`config.mk`:
```
export PLATFORM = sky130hd
export DESIGN_NAME = switch_frame_matcher_responder_top
export DESIGN_NICKNAME = d
export VERILOG_FILES = /design/src/sfmr_pkg.sv /design/src/switch_frame_matcher_responder_top.sv
export SDC_FILE = /design/constraint.sdc
export NUM_CORES = 1
export LEC_CHECK = 0
export ABC_CLOCK_PERIOD_IN_PS = 3400
export BUFFER_PORTS_ARGS = -buffer_cell sky130_fd_sc_hd__buf_2
export CAP_MARGIN = 20
export CORE_MARGIN = 2
export CORE_UTILIZATION = 61
export DETAILED_ROUTE_END_ITERATION = 8
export PLACE_DENSITY = 0.83
export SYNTH_ARGS = -nofsm -noshare
export SYNTH_HDL_FRONTEND = slang
export SYNTH_SLANG_ARGS = --single-unit
```
`constraint.sdc`:
```
create_clock -name clk_i -period 3.4 [get_ports clk_i]
set_input_delay 0.51 -clock clk_i [delete_from_list [all_inputs] [get_ports clk_i]]
set_output_delay 0.51 -clock clk_i [all_outputs]
set_load 0.01 [all_outputs]
```
`src/sfmr_pkg.sv`:
```
// ============================================================================
// sfmr_pkg: shared types and constants of the switch frame matcher/responder
// Frame status codes, reply kinds, register indexes, the Modbus CRC16 byte
// update and the fixed constants of the request and reply frames.
// ============================================================================
`default_nettype none

package sfmr_pkg;

  // Request frame length in bytes
  localparam int unsigned REQUEST_BYTES = 8;

  // Highest valid slave address
  localparam logic [7:0] MAX_ADDRESS = 8'd247;

  // Exception reply: function code flag and exception code
  localparam logic [7:0] EXC_FLAG = 8'h80;
  localparam logic [7:0] EXC_CODE = 8'h03;

  // CRC16 (Modbus): reflected polynomial and start value
  localparam logic [15:0] CRC_POLY = 16'hA001;
  localparam logic [15:0] CRC_INIT = 16'hFFFF;

  // Frame status reported with every result
  typedef enum logic [1:0] {
    ST_NOT_MATCHED = 2'd0,
    ST_HANDLED     = 2'd1,
    ST_ACCEPTED    = 2'd2
  } frame_status_e;

  // Outcome of a frame, selects the reply sequence
  typedef enum logic [1:0] {
    KIND_NO_MATCH = 2'd0,
    KIND_BAD_CRC  = 2'd1,
    KIND_EXCEPT   = 2'd2,
    KIND_ACK      = 2'd3
  } reply_kind_e;

  // Configuration register indexes
  typedef enum logic [2:0] {
    REG_OWN_ADDRESS   = 3'd0,
    REG_FUNCTION_CODE = 3'd1,
    REG_MAGIC_FIRST   = 3'd2,
    REG_MAGIC_SECOND  = 3'd3,
    REG_MAGIC_THIRD   = 3'd4,
    REG_ACK_STATUS    = 3'd5,
    REG_SUPPORTED     = 3'd6
  } cfg_reg_e;

  // One byte through the CRC16, bit by bit (eight narrow steps)
  function automatic logic [15:0] crc16_feed(input logic [15:0] crc, input logic [7:0] b);
    logic [15:0] c;
    c = crc ^ {8'h00, b};
    for (int k = 0; k < 8; k++) begin
      c = c[0] ? ((c >> 1) ^ CRC_POLY) : (c >> 1);
    end
    return c;
  endfunction

endpackage

`default_nettype wire

```
`src/switch_frame_matcher_responder_top.sv`:
```
// ============================================================================
// switch_frame_matcher_responder_top: switch request matcher and responder
// Checks received request frames (address, function code, magic bytes, length,
// CRC16) and emits the acknowledgement or exception reply byte by byte.
// ============================================================================
`default_nettype none

// Received bytes are taken one per cycle and registered in the frame checker,
// which holds the count, header match flag, running CRC16 and the target and
// CRC low bytes. The byte that carries frame_end launches the reply sequencer,
// which produces one result per cycle into an output register unless
// out_ready_i holds it: one result for an unmatched frame or a bad CRC, five
// for an exception reply and six for an acknowledgement. The reply CRC is
// built as the reply bytes go out. Bytes of the next frame are taken while a
// reply is still going out; only the next frame_end byte waits until the
// sequencer has issued the last result of the reply before it. Registers
// are to be written via the configuration port only while idle (not enforced).
module switch_frame_matcher_responder_top (
  input  wire logic       clk_i,
  input  wire logic       rst_ni,
  // configuration write port
  input  wire logic       cfg_we_i,
  input  wire logic [2:0] cfg_idx_i,
  input  wire logic [7:0] cfg_wdata_i,
  // received bytes
  input  wire logic       in_valid_i,
  output logic            in_ready_o,
  input  wire logic [7:0] rx_byte_i,
  input  wire logic       frame_end_i,
  // results
  output logic            out_valid_o,
  input  wire logic       out_ready_i,
  output logic [7:0]      tx_byte_o,
  output logic            byte_valid_o,
  output logic [1:0]      frame_status_o,
  output logic [7:0]      target_out_o,
  output logic            reply_last_o
);

  // --------------------------------------------------------------------------
  // Configuration registers
  // --------------------------------------------------------------------------
  logic [7:0] own_address_q;
  logic [6:0] function_code_q;
  logic [7:0] magic_first_q;
  logic [7:0] magic_second_q;
  logic [7:0] magic_third_q;
  logic [7:0] ack_status_q;
  logic [7:0] supported_q;

  always_ff @(posedge clk_i or negedge rst_ni) begin
    if (!rst_ni) begin
      own_address_q   <= 8'd1;
      function_code_q <= 7'd0;
      magic_first_q   <= 8'd76;
      magic_second_q  <= 8'd84;
      magic_third_q   <= 8'd68;
      ack_status_q    <= 8'd0;
      supported_q     <= 8'd0;
    end else if (cfg_we_i) begin
      unique case (cfg_idx_i)
        sfmr_pkg::REG_OWN_ADDRESS:   own_address_q   <= cfg_wdata_i;
        sfmr_pkg::REG_FUNCTION_CODE: function_code_q <= cfg_wdata_i[6:0];
        sfmr_pkg::REG_MAGIC_FIRST:   magic_first_q   <= cfg_wdata_i;
        sfmr_pkg::REG_MAGIC_SECOND:  magic_second_q  <= cfg_wdata_i;
        sfmr_pkg::REG_MAGIC_THIRD:   magic_third_q   <= cfg_wdata_i;
        sfmr_pkg::REG_ACK_STATUS:    ack_status_q    <= cfg_wdata_i;
        sfmr_pkg::REG_SUPPORTED:     supported_q     <= cfg_wdata_i;
        default: ;
      endcase
    end
  end

  // --------------------------------------------------------------------------
  // Frame checker state
  // --------------------------------------------------------------------------
  logic [3:0]  byte_count_q, byte_count_d;
  logic        header_ok_q, header_ok_d;
  logic [15:0] running_crc_q, running_crc_d;
  logic [7:0]  target_byte_q, target_byte_d;
  logic [7:0]  crc_low_q, crc_low_d;

  // Reply sequencer state
  logic                  rsp_active_q, rsp_active_d;
  logic [2:0]            rsp_idx_q, rsp_idx_d;
  sfmr_pkg::reply_kind_e rsp_kind_q, rsp_kind_d;
  logic [7:0]            rsp_target_q, rsp_target_d;
  logic [15:0]           rsp_crc_q, rsp_crc_d;

  // Output register
  logic       out_valid_q, out_valid_d;
  logic [7:0] tx_byte_q, tx_byte_d;
  logic       byte_valid_q, byte_valid_d;
  logic [1:0] status_q, status_d;
  logic [7:0] target_out_q, target_out_d;
  logic       last_q, last_d;

  logic in_fire;
  logic end_fire;
  logic frame_match;
  logic crc_ok;
  logic target_supported;
  logic rsp_load;

  // Only a frame-end byte waits for the sequencer
  assign in_ready_o = !rsp_active_q || !frame_end_i;
  assign in_fire    = in_valid_i && in_ready_o;
  assign end_fire   = in_fire && frame_end_i;

  // Frame verdict at the last byte
  assign frame_match = header_ok_q &&
                       (byte_count_q == 4'(sfmr_pkg::REQUEST_BYTES - 1)) &&
                       (own_address_q != 8'd0) &&
                       (own_address_q <= sfmr_pkg::MAX_ADDRESS);
  assign crc_ok = ({rx_byte_i, crc_low_q} == running_crc_q);
  assign target_supported = (target_byte_q[7:3] == 5'd0) && supported_q[target_byte_q[2:0]];

  // --------------------------------------------------------------------------
  // Frame checker: header compare, CRC, captured bytes, saturating count
  // --------------------------------------------------------------------------
  always_comb begin
    byte_count_d  = byte_count_q;
    header_ok_d   = header_ok_q;
    running_crc_d = running_crc_q;
    target_byte_d = target_byte_q;
    crc_low_d     = crc_low_q;
    if (in_fire) begin
      unique case (byte_count_q)
        4'd0: if (rx_byte_i != own_address_q) header_ok_d = 1'b0;
        4'd1: if (rx_byte_i != {1'b0, function_code_q}) header_ok_d = 1'b0;
        4'd2: if (rx_byte_i != magic_first_q) header_ok_d = 1'b0;
        4'd3: if (rx_byte_i != magic_second_q) header_ok_d = 1'b0;
        4'd4: if (rx_byte_i != magic_third_q) header_ok_d = 1'b0;
        4'd5: target_byte_d = rx_byte_i;
        4'd6: crc_low_d = rx_byte_i;
        default: ;
      endcase
      if (byte_count_q < 4'd6) begin
        running_crc_d = sfmr_pkg::crc16_feed(running_crc_q, rx_byte_i);
      end
      if (byte_count_q != 4'hF) begin
        byte_count_d = byte_count_q + 4'd1;
      end
      // frame done: start over
      if (frame_end_i) begin
        byte_count_d  = 4'd0;
        header_ok_d   = 1'b1;
        running_crc_d = sfmr_pkg::CRC_INIT;
        target_byte_d = 8'd0;
        crc_low_d     = 8'd0;
      end
    end
  end

  // --------------------------------------------------------------------------
  // Reply sequencer: one result per cycle into a free output register
  // --------------------------------------------------------------------------
  assign rsp_load = rsp_active_q && (!out_valid_q || out_ready_i);

  always_comb begin
    logic       is_data;
    logic       is_last;
    logic [7:0] data_byte;

    rsp_active_d = rsp_active_q;
    rsp_idx_d    = rsp_idx_q;
    rsp_kind_d   = rsp_kind_q;
    rsp_target_d = rsp_target_q;
    rsp_crc_d    = rsp_crc_q;

    out_valid_d  = out_valid_q && !out_ready_i;
    tx_byte_d    = tx_byte_q;
    byte_valid_d = byte_valid_q;
    status_d     = status_q;
    target_out_d = target_out_q;
    last_d       = last_q;

    is_data   = 1'b0;
    is_last   = 1'b0;
    data_byte = 8'd0;

    // pick the byte at the current reply position
    unique case (rsp_kind_q)
      sfmr_pkg::KIND_NO_MATCH, sfmr_pkg::KIND_BAD_CRC: begin
        is_last = 1'b1;
      end
      sfmr_pkg::KIND_EXCEPT: begin
        unique case (rsp_idx_q)
          3'd0: begin
            data_byte = own_address_q;
            is_data   = 1'b1;
          end
          3'd1: begin
            data_byte = {1'b0, function_code_q} | sfmr_pkg::EXC_FLAG;
            is_data   = 1'b1;
          end
          3'd2: begin
            data_byte = sfmr_pkg::EXC_CODE;
            is_data   = 1'b1;
          end
          3'd3: data_byte = rsp_crc_q[7:0];
          default: begin
            data_byte = rsp_crc_q[15:8];
            is_last   = 1'b1;
          end
        endcase
      end
      sfmr_pkg::KIND_ACK: begin
        unique case (rsp_idx_q)
          3'd0: begin
            data_byte = own_address_q;
            is_data   = 1'b1;
          end
          3'd1: begin
            data_byte = {1'b0, function_code_q};
            is_data   = 1'b1;
          end
          3'd2: begin
            data_byte = ack_status_q;
            is_data   = 1'b1;
          end
          3'd3: begin
            data_byte = rsp_target_q;
            is_data   = 1'b1;
          end
          3'd4: data_byte = rsp_crc_q[7:0];
          default: begin
            data_byte = rsp_crc_q[15:8];
            is_last   = 1'b1;
          end
        endcase
      end
      default: ;
    endcase

    if (rsp_load) begin
      out_valid_d  = 1'b1;
      tx_byte_d    = data_byte;
      last_d       = is_last;
      rsp_idx_d    = rsp_idx_q + 3'd1;
      unique case (rsp_kind_q)
        sfmr_pkg::KIND_NO_MATCH: begin
          byte_valid_d = 1'b0;
          status_d     = sfmr_pkg::ST_NOT_MATCHED;
          target_out_d = 8'd0;
        end
        sfmr_pkg::KIND_BAD_CRC, sfmr_pkg::KIND_EXCEPT: begin
          byte_valid_d = (rsp_kind_q == sfmr_pkg::KIND_EXCEPT);
          status_d     = sfmr_pkg::ST_HANDLED;
          target_out_d = 8'd0;
        end
        default: begin
          byte_valid_d = 1'b1;
          status_d     = sfmr_pkg::ST_ACCEPTED;
          target_out_d = rsp_target_q;
        end
      endcase
      if (is_data) begin
        rsp_crc_d = sfmr_pkg::crc16_feed(rsp_crc_q, data_byte);
      end
      if (is_last) begin
        rsp_active_d = 1'b0;
      end
    end

    // launch a reply on the frame-end byte (sequencer is idle then)
    if (end_fire) begin
      rsp_active_d = 1'b1;
      rsp_idx_d    = 3'd0;
      rsp_crc_d    = sfmr_pkg::CRC_INIT;
      rsp_target_d = target_byte_q;
      priority if (!frame_match) begin
        rsp_kind_d = sfmr_pkg::KIND_NO_MATCH;
      end else if (!crc_ok) begin
        rsp_kind_d = sfmr_pkg::KIND_BAD_CRC;
      end else if (target_supported) begin
        rsp_kind_d = sfmr_pkg::KIND_ACK;
      end else begin
        rsp_kind_d = sfmr_pkg::KIND_EXCEPT;
      end
    end
  end

  // --------------------------------------------------------------------------
  // Control registers
  // --------------------------------------------------------------------------
  always_ff @(posedge clk_i or negedge rst_ni) begin
    if (!rst_ni) begin
      byte_count_q  <= 4'd0;
      header_ok_q   <= 1'b1;
      running_crc_q <= sfmr_pkg::CRC_INIT;
      target_byte_q <= 8'd0;
      crc_low_q     <= 8'd0;
      rsp_active_q  <= 1'b0;
      rsp_idx_q     <= 3'd0;
      rsp_kind_q    <= sfmr_pkg::KIND_NO_MATCH;
      out_valid_q   <= 1'b0;
    end else begin
      byte_count_q  <= byte_count_d;
      header_ok_q   <= header_ok_d;
      running_crc_q <= running_crc_d;
      target_byte_q <= target_byte_d;
      crc_low_q     <= crc_low_d;
      rsp_active_q  <= rsp_active_d;
      rsp_idx_q     <= rsp_idx_d;
      rsp_kind_q    <= rsp_kind_d;
      out_valid_q   <= out_valid_d;
    end
  end

  // Payload registers
  always_ff @(posedge clk_i) begin
    rsp_target_q <= rsp_target_d;
    rsp_crc_q    <= rsp_crc_d;
    tx_byte_q    <= tx_byte_d;
    byte_valid_q <= byte_valid_d;
    status_q     <= status_d;
    target_out_q <= target_out_d;
    last_q       <= last_d;
  end

  assign out_valid_o    = out_valid_q;
  assign tx_byte_o      = tx_byte_q;
  assign byte_valid_o   = byte_valid_q;
  assign frame_status_o = status_q;
  assign target_out_o   = target_out_q;
  assign reply_last_o   = last_q;

  // --------------------------------------------------------------------------
  // Assertions
  // --------------------------------------------------------------------------
  // a result without a reply byte is always the only result of its frame
  assert property (@(posedge clk_i) disable iff (!rst_ni)
    out_valid_o && !byte_valid_o |-> reply_last_o)
    else $error("result without reply byte is not the last one");

  // target is only reported for accepted frames
  assert property (@(posedge clk_i) disable iff (!rst_ni)
    out_valid_o && (frame_status_o != sfmr_pkg::ST_ACCEPTED) |-> target_out_o == 8'd0)
    else $error("target reported for a frame that was not accepted");

  // a frame-end request always starts the reply sequencer
  assert property (@(posedge clk_i) disable iff (!rst_ni)
    in_valid_i && in_ready_o && frame_end_i |=> rsp_active_q && rsp_idx_q == 3'd0)
    else $error("frame end did not launch a reply");

  // the checker is back at the start of a frame after a frame-end request
  assert property (@(posedge clk_i) disable iff (!rst_ni)
    in_valid_i && in_ready_o && frame_end_i |=> byte_count_q == 4'd0 && header_ok_q)
    else $error("frame state not cleared after frame end");

endmodule

`default_nettype wire
```
==> impl_summary.md, run 1 <==
Power and ir drop
The worst ir drop on vdd is 0.560 mV. The share of total power dissipated in combinational logic is 0.283. Dividing total power by cell area gives a power density of slightly above 700 nW/um^2. The share of total power in sequential cells is 0.396. The internal power component is ~4 mW. Summed over all cells, the static leakage comes to 3.44 nW. The clock power share is 0.321. After layout, the design draws a total of 5.91 mW.

The switching share of power is 0.324. The net switching power figure is 1.92 mW.

Yosys
The post-synthesis average cell area is 11.7 um^2. The fraction of the mapped netlist area in adder cells is 0.0206. Of the total synthesized cell area, the portion taken by AND, OR, NAND and NOR gates is 0.103. The number of nets in the synthesized netlist is around 660. The portion of netlist area occupied by mux cells is 0.110. The combinational family with the most area after synthesis is XOR/XNOR gates. The number of unique standard cell types used by synthesis is 62. Counting every instance in the synthesized netlist gives 626.

The number of flops mapped to enable cells by yosys is 28. Of all flip-flops after synthesis, the portion carrying an async set or reset was 0.692. Synthesis inferred 143 register bits. The share of the Yosys chip area taken by registers is 0.503.

The synthesized-area fraction occupied by ao, oa, aoi and oai cells is 0.112. The post-synthesis share of cell area spent on xor and xnor gates is 0.128. The most used flip-flop cell after synthesis is dfrtp_1. The synthesized netlist occupies a cell area of 7300 um^2. The number of warnings printed during yosys synthesis is 0.

Clocking
TritonCTS built the clock tree. The H-tree was split into 4 levels. The buffer cell driving the clock tree root is clkbuf_16.

The longest clock path from root to sink contains 2 buffers. The clock-pin slew on the worst setup and hold paths is 0.06 ns. Clock tree synthesis found a total of 143 sinks. The number of post-CTS setup repair buffers is 0. The number of buffers created by CTS is 17.

The number of buffers added to fix hold violations after cts is 0. At the later pin of the worst-skew pair, clock insertion delay measures between 0.4 and 0.5 ns.

Placed design
The quantity of I/O buffers inserted on ports is 46. The worst slack at placement is -0.0349 ns. Once placement completed, the tool counted placed cells totaling 800.

Detailed placement ended at an HPWL of 12.3 mm. The instance area at placement is 7680 um^2. The final weighted congestion of routability-driven global placement is 0.902.

Hold path
The path class of the lowest-slack min-delay path is in2async.

Floorplanning
The I/O pin count is 47. In this run the vertical extent of the chip is approximately 110 um. The cell row count is 39. The width of the chip is 113 um. In this run the standard cell core region covers ~12000 um^2.

The initial cell density of the core is 0.631. The die covers 12900 um^2.

STA
The maximum clock frequency is 311 MHz. The final worst clock skew is ~0.0063 ns. Headroom to the max-slew limit came out at 0.470. At the pin with the least slew margin, the transition time is 0.792 ns. The minimum clock period after layout is 3.22 ns. The sum of negative setup slack is 0 ns.

The post-layout worst setup margin is 0.184 ns. The worst hold slack is around 0.11 ns. The max-slew violation count is 0. The share of the clock period used by the worst path after layout is 0.946.

Setup violations remaining at the end of the flow were counted as 0. The number of hold violations in the final report is 0. Setup repair after global routing left no endpoint under its margin.

Global route
The residual overflow from global routing is 0. In the global route stage, overall resource usage came out at 0.297. For met2 alone, demand over resource in global routing was 0.488.

The initial antenna violation count is 0. The number of global-route vias before repair is between 5000 and 6000. In this run the most used layer during global routing was met2. In the global route stage, met3 resource usage came out at 0.0648.

The first global-routing pass estimated 28.9 mm of wire. The met1 capacity usage during global routing is 0.375. The largest net degree at the start of global routing is 52.

Setup path
The critical path endpoint category is a register. The data arrival time at the worst-slack endpoint is 3.57 ns. The type of element launching the critical path is a register. In this run the worst path has a maximum fanout of 11. The worst setup path is of the reg2reg kind. Data on the critical path is required at its endpoint by about 3.8 ns.

Final layout
Of the cells placed in the final design, the portion with a size suffix greater than 1 is 0.282. The final layout contains 713 nets. The total inserted antenna cells is 0. Leaving out fill and tap cells, the most frequent cells in the layout are 73 x dfrtp_1, 56 x mux2_2, 51 x xnor2_1. The area added between synthesis and finish is 14.2%.

The count of placed standard cells in the final layout, fillers left out is 832. The finished layout cell area is 8340 um^2. For this run, the share of the core covered by cells in the final layout is 0.721.

The library cell used most frequently in the layout, excluding fill and tap cells, is dfrtp_1.

Run status
The flow ran to the end, and the final reports show no timing, DRC or antenna violations.

Detailed routing
The mean number of vias per cell is 6.37. The first detailed-routing pass ran for 6 iterations. The post-detailed-route DRC marker count is 0. The first routing iteration left between 400 and 500 violations.

After detailed routing, the average wire length per cell comes to 21.5 um. The total wire length after detailed routing is 17.9 mm. The detail route stage leaves a number of antenna-violating nets equal to 0. The via total after detailed routing is 5300.

Run
The tool flagged a number of max-cap violations equal to 0.
-- path summary, 6_finish.rpt --
| path | cells past startpoint | from | slack, ns | end |
|---|---|---|---|---|
| min in group clk_i | 3 | out_ready_i | 0.39 | out_valid_o$_DFF_PN0_ |
| max in group asynchronous | 2 | rst_ni | 2.46 | magic_second_q[4]$_DFFE_PN1P_ |
| min reg2reg | 2 | header_ok_q$_DFFE_PN1P_ | 0.48 | header_ok_q$_DFFE_PN1P_ |
| max reg2reg | 11 | rsp_idx_q[0]$_DFFE_PN0P_ | 0.18 | rsp_crc_q[0]$_SDFFE_PP1P_ |
| min | 1 | rst_ni | 0.11 | magic_second_q[0]$_DFFE_PN0P_ |
| max | 11 | rsp_idx_q[0]$_DFFE_PN0P_ | 0.18 | rsp_crc_q[0]$_SDFFE_PP1P_ |
-- layer usage --
layer / vias up / part of all wire
met5: - / 0
met2: 237 / 0.50
met4: 0 / 0.040
met1: 2629 / 0.40
met3: 66 / 0.065
li1: 2368 / -
-- flip-flops by register name, summed over array words and instances, names as in the netlist --
name             flops
function_code_q      7
header_ok_q          1
tx_byte_o            8
rsp_idx_q            3
own_address_q        8
reply_last_o         1
magic_third_q        8
rsp_crc_q           16
magic_second_q       8
target_out_o         8
ack_status_q         8
magic_first_q        8
supported_q          8
target_byte_q        8
frame_status_o       2
running_crc_q       16
byte_valid_o         1
crc_low_q            8
rsp_target_q         8
out_valid_o          1
byte_count_q         4
rsp_active_q         1
rsp_kind_q           2
-- cell usage after synthesis (16+ instances only) --
master,n,share of area
xor2_1,44,0.053
o21ai_0,23,0.016
dfxtp_1,16,0.044
xnor2_1,52,0.062
nand2_1,36,0.019
mux2_2,56,0.086
edfxtp_1,28,0.12
dfrtp_1,73,0.25
a21oi_1,25,0.017
a22o_1,19,0.023
dfstp_2,26,0.094
clkbuf_1,18,0.0093
nor2_1,34,0.017
-- what timing repair did --
action,in CTS,in global routing
endpoints found under the setup margin,1,2
resized for setup,1,8
pin swaps,0,1
-- kinds of logic (layout without fill, tap and decap cells) --
group	after synthesis	after routing
compound gates	117	117
flops	143	143
xor+xnor	100	100
fa+ha+maj	12	12
buf+inv	40	103
mux	71	71
simple gates	143	143
-- worst max-delay path, stage by stage (launching register included) --
cell	delay (ns)
dfrtp_1	0.43
ha_1	0.24
ha_1	0.32
nor2_2	0.22
o21ai_2	0.14
and3_1	0.18
o2bb2ai_1	0.26
xnor2_2	0.17
xnor3_1	0.28
xnor3_2	0.45
xnor3_1	0.35
o21ai_1	0.11
-- power groups by stage --
stage | clock [mW] | combinational, mW | sequential (mW)
after floorplan | 0 | 1.26 | 2.28
after global placement | 0 | 1.51 | 2.33
after detailed placement | 0 | 1.57 | 2.35
after CTS | 1.91 | 1.60 | 2.33
after global routing | 1.99 | 1.84 | 2.36
final | 1.90 | 1.67 | 2.34
-- layout make-up --
type	instances	area (um^2)
Multi-Input combinational cell	443	3500
Inverter	11	41.3
Tap cell	143	179
Timing Repair Buffer	60	338
Sequential cell	143	3670
Clock buffer	21	482
Fill cell	788	3230
Clock inverter	11	128
Note: power is estimated with default switching activity, not from simulation.
==> run 2, diff against run 1 <==
- CORE_UTILIZATION: 61 -> 53
- CTS_CLUSTER_SIZE: unset -> 20
- PLACE_DENSITY: 0.83 -> 0.74
==> impl_summary.md, run 2 (same netlist as run 1, synthesis figures left out) <==
Run status
The flow ran to the end, and the final reports show no timing, DRC or antenna violations.

Floorplanning
The die span in y is 121 um (+7.0%). The initial cell density of the core came to 0.547 (-0.0843). The width of the chip is 121 um (+7.0%). The cell row count is 42 (+7.7%). The total core area is 13300 um^2 (+15%). The I/O pin count came to 47 (unchanged). The overall die area was 14700 um^2 (+15%).

Placed design
The placed cell count is 834 (+4.3%). The final weighted congestion of routability-driven global placement was 0.909 (+0.73%). The quantity of I/O buffers inserted on ports is 46 (unchanged). The detailed placement HPWL was 12.4 mm (+0.94%).

Power and ir drop
The worst ir drop on vdd came to 0.638 mV (+14%). The net switching power figure is 1.87 mW (-2.6%). The clock power share is 0.344 (+0.023). The power per cell area is 715 nW/um^2 (+0.85%). The internal power component is 4.18 mW (+4.6%). The leakage power of the design is 3.48 nW (+1.1%). The switching share of power is 0.309 (-0.0156). The part of the total power dissipated in combinational logic is 0.271 (-0.012). The share of total power in sequential cells was 0.385 (-0.011).

Setup path
The data required time at the worst endpoint is 3.75 ns (about the same). The data arrival time at the worst-slack endpoint is 3.58 ns (about the same). The type of the worst setup path is reg2reg.

The worst setup path is launched from a register. The combined buffer and inverter count along the critical path came to 1 (+1). The register-to-register setup slack is 0.16 ns (-0.02 ns). The worst register-to-register path ends at rsp_crc_q[0]$_SDFFE_PP1P_. The cell with the most instances on the worst path is xnor3_1. The critical path endpoint category is a register. The startpoint identified for the worst register-to-register timing path is rsp_idx_q[0]$_DFFE_PN0P_. The most critical setup path has its endpoint at rsp_crc_q[0]$_SDFFE_PP1P_.

The largest individual stage delay along the critical path comes from the cell xnor3_2. The critical path depth in cells is 11 (unchanged). Traced cell by cell, the critical path runs through inv_1 -> ha_1 -> nor2b_4 -> a222oi_1 -> and3_1 -> o2bb2ai_1 -> xnor2_1 -> xnor3_1 -> xnor3_2 -> xnor3_1 -> o21ai_1. The critical path's top delay family is XOR/XNOR gates.

The highest fanout seen on the critical path is 7 (-4). The delay contributed by the slowest stage of the critical path is 0.45 ns (about the same). The first element of the critical path is rsp_idx_q[0]$_DFFE_PN0P_. The cell count of the worst reg-to-reg path is 11 (unchanged).

STA
The sum of negative setup slack is 0 ns (unchanged). The worst hold slack is 0.126 ns (+0.0208 ns). The final number of setup-violating endpoints came to 0 (unchanged). The relative slew slack was 0.480 (+0.0104). The final worst clock skew came to 0.00680 ns (+0.000503 ns). The max-slew violation count is 0 (unchanged). Setup repair after global routing left no endpoint under its margin. The maximum clock frequency is 309 MHz (-0.67%). The minimum clock period after layout is 3.24 ns (+0.0216 ns). The transition time of the tightest slew-check pin is 0.777 ns (-0.0155 ns). The share of the clock period used by the worst path after layout is 0.952 (+0.00634).

The number of hold violations in the final report is 0 (unchanged).

Detailed routing
The total wire length after detailed routing is 17.5 mm (-2.1%). The number of DRC markers in iteration 0 is 410 (-12%). The detailed-routing iteration count for the pre-antenna-repair pass was 6 (unchanged). The remaining antenna violation count is 0 (unchanged).

The post-detailed-route DRC marker count was 0 (unchanged). The via total after detailed routing is 5167 (-2.5%). The mean number of vias per cell is 5.96 (-6.4%). The detail-routed net length per standard cell came to 20.2 um (-6.0%).

Clocking
The buffer levels on the longest clock path came to 2 (unchanged). The number of buffers added to fix hold violations after cts is 0 (unchanged). The number of buffers created by CTS is 17 (unchanged).

The clock-pin slew on the worst setup and hold paths is 0.06 ns (about the same). The latest clock arrival within the worst-skew pair is 0.42 ns (about the same). The sink count of the clock tree is 143 (unchanged). The buffer cell driving the clock tree root is clkbuf_16. The maximum level of the CTS H-tree is 4 (unchanged). TritonCTS built the clock tree.

Global route
The global-route wire length before repair is 28.5 mm (-1.1%). The initial antenna violation count came to 0 (unchanged). The number of global-route vias before repair was 5340 (-3.0%).

The residual overflow from global routing is 0 (unchanged). The overall fraction of global-route tracks in use is 0.259 (-0.0384). The largest net degree at the start of global routing is 54 (+3.8%).

Final layout
The number of fill cells is 1055 (+34%). The number of nets at the end of the flow is 715 (+0.28%). The share of layout cells above drive strength 1 was 0.284 (+0.00208).

The largest registers in the layout are rsp_crc_q (16), running_crc_q (16). The count of placed standard cells in the final layout, fillers left out is 867 (+4.2%). The total inserted antenna cells was 0 (unchanged). In the layout the commonest cells are 73 x dfrtp_1, 56 x mux2_2, 52 x xnor2_1. The area added between synthesis and finish is 15.8%. The library cell used most frequently in the layout, excluding fill and tap cells, is dfrtp_1.

Run
The number of maximum-capacitance violations is 0 (unchanged).

Hold path
The min-delay analysis places its worst path in the category in2async.
==> run 2: stage by stage <==
stage / worst slack [ns] / util / power [mW] / instance area [um^2]
final: 0.163 / 0.633 / 6.04 / 8450
after global routing: 0.0434 / 0.633 / 6.35 / 8450
after CTS: 0.00000888 / 0.630 / 6.00 / 8410
after detailed placement: 0.0163 / 0.579 / 3.92 / 7730
after global placement: 0.0825 / 0.579 / 3.86 / 7730
after floorplan: 0.310 / - / 3.54 / 7300
==> run 2: worst min-delay path by stage <==
stage / endpoint / cells past startpoint / slack (ns)
floorplan: ack_status_q[0]$_DFFE_PN0P_ / 0 / 0.21
global placement: header_ok_q$_DFFE_PN1P_ / 2 / 0.46
detailed placement: header_ok_q$_DFFE_PN1P_ / 2 / 0.46
CTS: crc_low_q[5]$_DFFE_PN0P_ / 1 / 0.14
global route: magic_first_q[4]$_DFFE_PN0P_ / 1 / 0.17
finish: magic_first_q[4]$_DFFE_PN0P_ / 1 / 0.13
==> run 2: final cells by class <==
cell class              instances  area (um^2)  area share
clock inverters                 8          134      0.0158
inverters                      11         41.3     0.00488
well taps                     176          220      0.0261
flip-flops and latches        143         3670       0.434
repair buffers                 62          353      0.0417
multi-input cells             443         3490       0.413
clock buffers                  24          544      0.0644
==> run 2: timing repair <==
action / CTS / global route
setup buffers: 0 / 1
gates resized for setup: 0 / 8
setup endpoints to repair: 0 / 3
==> run 2: worst reg2reg max path: cells and delay by family (launching register included) <==
family / cells / cell delay (ns)
flip-flops: 1 / 0.41
AND/OR/NAND/NOR: 2 / 0.39
buffers and inverters: 1 / 0.12
AO/OA/AOI/OAI: 3 / 0.56
XOR/XNOR: 4 / 1.40
adder cells (fa/ha/maj): 1 / 0.29
==> run 2: layer usage <==
layer / share of wire / vias up / wire length (um) / GRT usage
met5: 0 / - / 0 / 0
met4: 0.032 / 0 / 556 / 0.114
met3: 0.057 / 46 / 1010 / 0.0611
met2: 0.49 / 188 / 8570 / 0.421
met1: 0.42 / 2561 / 7410 / 0.331
li1: - / 2372 / - / -
==> run 2: power groups by stage <==
stage,Sequential [mW],Clock (mW),Combinational (mW)
floorplan,2.28,0,1.26
global route,2.36,2.18,1.81
global placement,2.33,0,1.52
CTS,2.32,2.11,1.58
detailed placement,2.35,0,1.57
finish,2.33,2.08,1.64
